`config.mk`:
```
export PLATFORM = sky130hd
export DESIGN_NAME = pcc_step
export DESIGN_NICKNAME = d
export VERILOG_FILES = /design/src/pcc_pkg.sv /design/src/pcc_step.sv
export SDC_FILE = /design/constraint.sdc
export NUM_CORES = 2
export LEC_CHECK = 0
export BUFFER_PORTS_ARGS = -buffer_cell sky130_fd_sc_hd__buf_2
export CORE_ASPECT_RATIO = 0.5
export CORE_MARGIN = 1
export CORE_UTILIZATION = 65
export DETAILED_ROUTE_END_ITERATION = 8
export PLACE_DENSITY = 0.95
export SLEW_MARGIN = 0
export SYNTH_ARGS = -nofsm -noshare
export SYNTH_HDL_FRONTEND = slang
export SYNTH_SLANG_ARGS = --single-unit
```
`constraint.sdc`:
```
create_clock -name vclk -period 34.5
set_input_delay 1.725 -clock vclk [all_inputs]
set_output_delay 1.725 -clock vclk [all_outputs]
set_load 0.01 [all_outputs]
```
`src/pcc_pkg.sv`:
```
// shared types, codes and helpers for the clamped pid controller
package pcc_pkg;

  localparam int unsigned QFRAC   = 16;
  localparam int unsigned GAIN_W  = 31;
  localparam int unsigned VAL_W   = 16;
  localparam int unsigned TIME_W  = 32;
  localparam int unsigned ACC_W   = 32;
  localparam int unsigned DIFF_W  = VAL_W + 1;
  localparam int unsigned PROD_W  = GAIN_W + 1 + DIFF_W;
  localparam int unsigned SUM_W   = PROD_W + 2;
  localparam int unsigned CADDR_W = 3;
  localparam int unsigned CDATA_W = GAIN_W;

  typedef enum logic [1:0] {
    OP_TICK   = 2'd0,
    OP_AUTO   = 2'd1,
    OP_MANUAL = 2'd2
  } pcc_op_t;

  typedef enum logic [CADDR_W-1:0] {
    REG_PROP_GAIN   = 3'd0,
    REG_INTEG_GAIN  = 3'd1,
    REG_DERIV_GAIN  = 3'd2,
    REG_OUT_LOW     = 3'd3,
    REG_OUT_HIGH    = 3'd4,
    REG_PERIOD_MS   = 3'd5,
    REG_REVERSE_DIR = 3'd6
  } pcc_reg_t;

  typedef struct packed {
    logic [GAIN_W-1:0]       prop_gain;
    logic [GAIN_W-1:0]       integ_gain;
    logic [GAIN_W-1:0]       deriv_gain;
    logic signed [VAL_W-1:0] out_low;
    logic signed [VAL_W-1:0] out_high;
    logic [VAL_W-1:0]        period_ms;
    logic                    reverse_dir;
  } pcc_cfg_t;

  typedef struct packed {
    logic [1:0]              operation;
    logic [TIME_W-1:0]       now_ms;
    logic signed [VAL_W-1:0] measured;
    logic signed [VAL_W-1:0] target;
    logic signed [VAL_W-1:0] held_output;
  } pcc_item_t;

  typedef struct packed {
    logic signed [ACC_W-1:0] integ_acc;
    logic signed [VAL_W-1:0] prev_measured;
    logic [TIME_W-1:0]       last_run_ms;
    logic                    first_due;
    logic                    auto_on;
    logic signed [VAL_W-1:0] drive;
  } pcc_state_t;

  // clamp a q35.16 sum to the limits and return it as q16.16, upper limit tested first
  function automatic logic signed [ACC_W-1:0] clamp_q(
    input logic signed [SUM_W-1:0] v,
    input logic signed [VAL_W-1:0] lo,
    input logic signed [VAL_W-1:0] hi
  );
    logic signed [SUM_W-1:0] hq;
    logic signed [SUM_W-1:0] lq;
    logic signed [SUM_W-1:0] r;
    hq = {{(SUM_W-VAL_W-QFRAC){hi[VAL_W-1]}}, hi, {QFRAC{1'b0}}};
    lq = {{(SUM_W-VAL_W-QFRAC){lo[VAL_W-1]}}, lo, {QFRAC{1'b0}}};
    if (v > hq) begin
      r = hq;
    end else if (v < lq) begin
      r = lq;
    end else begin
      r = v;
    end
    return r[ACC_W-1:0];
  endfunction

endpackage

```
`src/pcc_step.sv`:
```
// one update of the controller state for one input word
module pcc_step (
  input  pcc_pkg::pcc_cfg_t   cfg,
  input  pcc_pkg::pcc_item_t  item,
  input  pcc_pkg::pcc_state_t st,
  output pcc_pkg::pcc_state_t st_nxt,
  output logic                updated
);
  import pcc_pkg::*;

  logic signed [DIFF_W-1:0] err_raw;
  logic signed [DIFF_W-1:0] din_raw;
  logic signed [DIFF_W-1:0] err;
  logic signed [DIFF_W-1:0] din;
  logic signed [PROD_W-1:0] p_prop;
  logic signed [PROD_W-1:0] p_integ;
  logic signed [PROD_W-1:0] p_deriv;
  logic signed [SUM_W-1:0]  integ_sum;
  logic signed [ACC_W-1:0]  integ_new;
  logic signed [SUM_W-1:0]  out_sum;
  logic signed [ACC_W-1:0]  out_clamped;
  logic signed [SUM_W-1:0]  seed_q;
  logic [TIME_W-1:0]        elapsed;
  logic                     due;

  assign err_raw = {item.target[VAL_W-1], item.target}
                 - {item.measured[VAL_W-1], item.measured};
  assign din_raw = {item.measured[VAL_W-1], item.measured}
                 - {st.prev_measured[VAL_W-1], st.prev_measured};
  assign err = cfg.reverse_dir ? -err_raw : err_raw;
  assign din = cfg.reverse_dir ? -din_raw : din_raw;

  // three gain products in parallel
  assign p_prop  = $signed({1'b0, cfg.prop_gain})  * err;
  assign p_integ = $signed({1'b0, cfg.integ_gain}) * err;
  assign p_deriv = $signed({1'b0, cfg.deriv_gain}) * din;

  assign integ_sum   = SUM_W'(p_integ) + SUM_W'(st.integ_acc);
  assign integ_new   = clamp_q(integ_sum, cfg.out_low, cfg.out_high);
  assign out_sum     = SUM_W'(p_prop) + SUM_W'(integ_new) - SUM_W'(p_deriv);
  assign out_clamped = clamp_q(out_sum, cfg.out_low, cfg.out_high);

  assign seed_q = {{(SUM_W-VAL_W-QFRAC){item.held_output[VAL_W-1]}},
                   item.held_output, {QFRAC{1'b0}}};

  assign elapsed = item.now_ms - st.last_run_ms;
  assign due     = st.first_due || (elapsed >= {{(TIME_W-VAL_W){1'b0}}, cfg.period_ms});

  always_comb begin
    st_nxt  = st;
    updated = 1'b0;
    unique case (item.operation)
      OP_TICK: begin
        if (st.auto_on && due) begin
          st_nxt.integ_acc     = integ_new;
          // floor of q16.16 is the integer part of the two's complement word
          st_nxt.drive         = out_clamped[ACC_W-1:QFRAC];
          st_nxt.prev_measured = item.measured;
          st_nxt.last_run_ms   = item.now_ms;
          st_nxt.first_due     = 1'b0;
          updated              = 1'b1;
        end
      end
      OP_AUTO: begin
        if (!st.auto_on) begin
          st_nxt.integ_acc     = clamp_q(seed_q, cfg.out_low, cfg.out_high);
          st_nxt.prev_measured = item.measured;
        end
        st_nxt.auto_on = 1'b1;
      end
      OP_MANUAL: begin
        st_nxt.auto_on = 1'b0;
      end
      default: begin
      end
    endcase
  end

endmodule

```
After elaboration in Yosys (flattened, before gate mapping)
Index checks and enable logic that the tools add are counted.
{ "op_classes": {"order_cmp": 7, "addsub": 8, "bitwise": 0, "eq_ne": 2, "shift": 0, "n_mul": 3, "reduce_logical": 3, "n_mux": 17, "div": 0} }
{ "op_table": {"columns": ["operator", "n"], "rows": [
  ["$mux W32", 6],
  ["$mul A32 B17 Y49", 3],
  ["$add A49 B32 Y50", 2],
  ["$pmux W48 S2", 1],
  ["$mux W81", 1],
  ["$gt A51 B32 Y1", 1],
  ["$lt A51 B32 Y1", 1],
  ["$sub A50 B49 Y51", 1],
  ["$gt A50 B32 Y1", 1],
  ["$lt A50 B32 Y1", 1],
  ["$mux W48", 1],
  ["$mux W17", 2],
  ["$neg A17 Y17", 2],
  ["$sub A16 B16 Y17", 2],
  ["$mux W33", 1],
  ["$ge A32 B16 Y1", 1],
  ["$gt A32 B32 Y1", 1],
  ["$lt A32 B32 Y1", 1],
  ["$mux W16", 2],
  ["$sub A32 B32 Y32", 1],
  ["$eq A2 B1 Y1 const B", 1],
  ["$eq A2 B2 Y1 const B", 1],
  ["$logic_not A2 Y1", 1],
  ["$mux W1", 2],
  ["other kinds (3)", 3]
]} }
{ "totals": {"ramBits": 0, "romBits": 0, "latchBits": 0, "input_bits": 322, "regBits": 0, "word_cells": 40, "n_memories": 0} }

Logic depth before layout (Yosys ltp)
{ "logic_depth": {"word_depth": 15, "depth_mapped": 89, "mapped_depth_nobuf": 84} }

Worst setup path before layout
Ideal clock, no wire load.
{ "synth_path": {"kind": "in2out", "from": "in item[16] (netlist name)", "to": "out st_nxt[6] (netlist name)", "t_required_ps": 32775, "arrival_time_ps": 22660, "stages": 86, "path_slack_ps": 10115, "n_path_buf": 4, "cell_sequence": "inv_1 ha_1 fa_1 nor2b_1 o21a_1 nor2_1 xnor2_1 or4b_1 or4_1 or4_1 nand2_1 xor2_1 clkbuf_1 nand2_1 fa_1 inv_1 fa_1 fa_1 [50 not listed] a2111oi_0 o31ai_1 nand3_1 and2_1 xnor2_1 ha_1 nand4_1 or2_2 nor4_1 and3_1 o211ai_1 a31oi_1 nor3_1 mux2i_1 buf_2 mux2_2 mux2i_1 o21ai_0"} }
{ "synth_lines": {"columns": ["item", "line_no", "rtl"], "rows": [
  ["start: declaration", "pcc_step.sv:4", "input pcc_pkg::pcc_item_t item,"],
  ["end: declaration", "pcc_step.sv:6", "output pcc_pkg::pcc_state_t st_nxt,"]
]} }

==> flow_summary.toml <==
[timing]
slew_viol_final = 0
tightest_slew_ns = 1.339
tns_ns = 0
setup_viol = 0
finalHoldViolCount = 0
maxSlewHeadroom = 0.1042
achievable-frequency_ghz = 0.03518
period_share = 0.8239
fin_crit_ns = 28.42
rsz0062_at_grt = "no"

[setup_path]
endpoint_kind = "output pin"
path_max_fanout = 39
critical-path-max-stage-delay_ns = 0.64
cp_data_required_time_ns = 32.78
critPathArrivalTime_ns = 26.70
cp-start-kind = "primary input"
critPathSlowestCell = "a211oi_1"
critical_path_class = "in -> out"
worst_path_most_repeated_cell = "fa_1"

[floorplanning]
io_pins = 421
dieArea_um2 = 101100
design.core.area_um2 = 98310
die_w_um = 448.8
initial_core_util = 0.6598
rows = 81
die_y_um = 225.4

[synthesis]
synth_adder_area_share = 0.5915
synth_area_leaders = "fa_1, ha_1, inv_1"
synthXorXnorAreaFrac = 0.01944
ys_warn_count = 0
seq_area_frac_synth = 0
syn_area_um2 = 64870
synth_top_family_by_area = "adder cells"
yosys.area.top_type = "fa_1"
synth.distinct_cells = 84
syn_inst = 7581
synth_top_cell_area_share = 0.4639
synth_compound_area_frac = 0.07640
avgSynthCellArea_um2 = 8.557
syn_nets = 10070
synth.area.mux_share = 0.01913
synthSimpleGateAreaFrac = 0.1636

[placed_design]
gp_congestion = 1.051
hpwl_mm = 168.8
numPortBuffers = 421

[layout]
n_sequential_cell = 0
layout_common_cells = "inv_1, fa_1, nand2_1, ha_1, buf_2"
regArea_um2 = 0
nets = 10230
syn2layout_area_growth_pct = 5.156
final_common_cell = "inv_1"
drive_above_1_share = 0.07283
fillers = 6362
clkbuf_count = 0
multi_input_area_um2 = 56790

[routing]
drtPass1Iterations = 9
met3_length_mm = 30.73
via_per_inst = 6.193
ant_nets = 0
maxUsedRoutingLayer = "met5"
dr.first_iter.drc_count = 6835
drcViolationCount = 4
vias = 56240
wl_met1_mm = 66.28
wl_met2_mm = 91.12
drt_wl_total_mm = 205.5
wl_per_cell_um = 22.63

[grt]
grt_max_degree = 66
track_usage = 0.4095
antenna_found_initial = 12
grt.overflow.total = 0
grt_pass1_vias = 61380
grt_pass1_wl_mm = 322.8

[run_status]
status = "complete, but fails checks"
violations = "design-rule violations"

[clocking]
cts_resized = 0
cts-hold-fix-buffers = 0
cts_setup_buffers = 0

[hold_path]
worstHoldPathType = "in -> out"

[run]
drv_cap = 0
-- per-layer routing --
layer	GRT usage	vias up
met1	0.4732	26980
met2	0.6489	4615
li1	-	23100
met4	0.2745	14
met5	0.009943	-
met3	0.1416	1527
-- kinds of logic (layout without fill, tap and decap cells) --
group                      Yosys count  in the layout
adders and majority gates         2165           2165
xor gates and xnor gates           144            144
muxes                              116            116
other                                0              8
AOI/OAI and AO/OA                  752            752
and+or+nand+nor                   2167           2167
buffers and inverters             2237           2400
-- Yosys cell counts, drive strengths merged (6+ instances only) --
master and instances:
inv 1932, fa 1503, nand2 972, ha 662
and2 418, clkbuf 285, nor2b 212, a21oi 195
nor2 194, o21ai 142, a21o 125, xnor2 100
nand2b 88, mux2 61, nand4 56, mux2i 55
or2 53, xor2 44, nand3 42, nor3 42
o21a 32, a22o 31, a211oi 26, a31oi 25
and3 21, o21bai 21, buf 20, o211ai 19
o31ai 19, a211o 18, or3 18, nor4 17
a2111oi 14, or4 8, a221oi 7, o22ai 7
o311ai 7, and4 6, nand3b 6, o31a 6
-- area by class of cell --
| cell class | instances | share of cell area |
|---|---|---|
| diodes | 8 | 0.0002935 |
| multi-input cells | 5344 | 0.8326 |
| well taps | 1328 | 0.02436 |
| inverters | 1932 | 0.1063 |
| repair buffers | 468 | 0.03643 |
-- worst paths after layout --
path	startpoint	end	slack [ns]	cells after the start
setup / recovery	item[16]	st_nxt[6]	6.08	85
hold / removal	st[15]	st_nxt[15]	3.74	4
-- through the flow --
| stage | std cells | cell area [um^2] | utilization | worst slack [ns] | hold WS, ns |
|---|---|---|---|---|---|
| 6_report | 9080 | 68210 | 0.6939 | 6.075 | 3.737 |
| 5_1_grt | 9078 | 68210 | 0.6938 | 5.041 | 3.766 |
| 4_1_cts | 9072 | 68190 | 0.6937 | 6.619 | 3.739 |
| 3_5_place_dp | 9072 | 68190 | 0.6937 | 6.696 | 3.738 |
| 3_3_place_gp | 9072 | 68190 | 0.6937 | 7.447 | 3.732 |
| 2_1_floorplan | 7581 | 64870 | - | 10.12 | 3.561 |
-- worst max-delay path, delay by kind of cell --
family                     cells  cell delay, ns
buffers and inverters         15            2.11
adders and majority gates     20            9.04
muxes                          3            0.98
xor gates and xnor gates       4            1.10
AOI/OAI and AO/OA             17            4.51
and+or+nand+nor               26            7.17
Power is not shown: default switching activity piles up to over one toggle a cycle in this logic, so the estimate is an artifact.
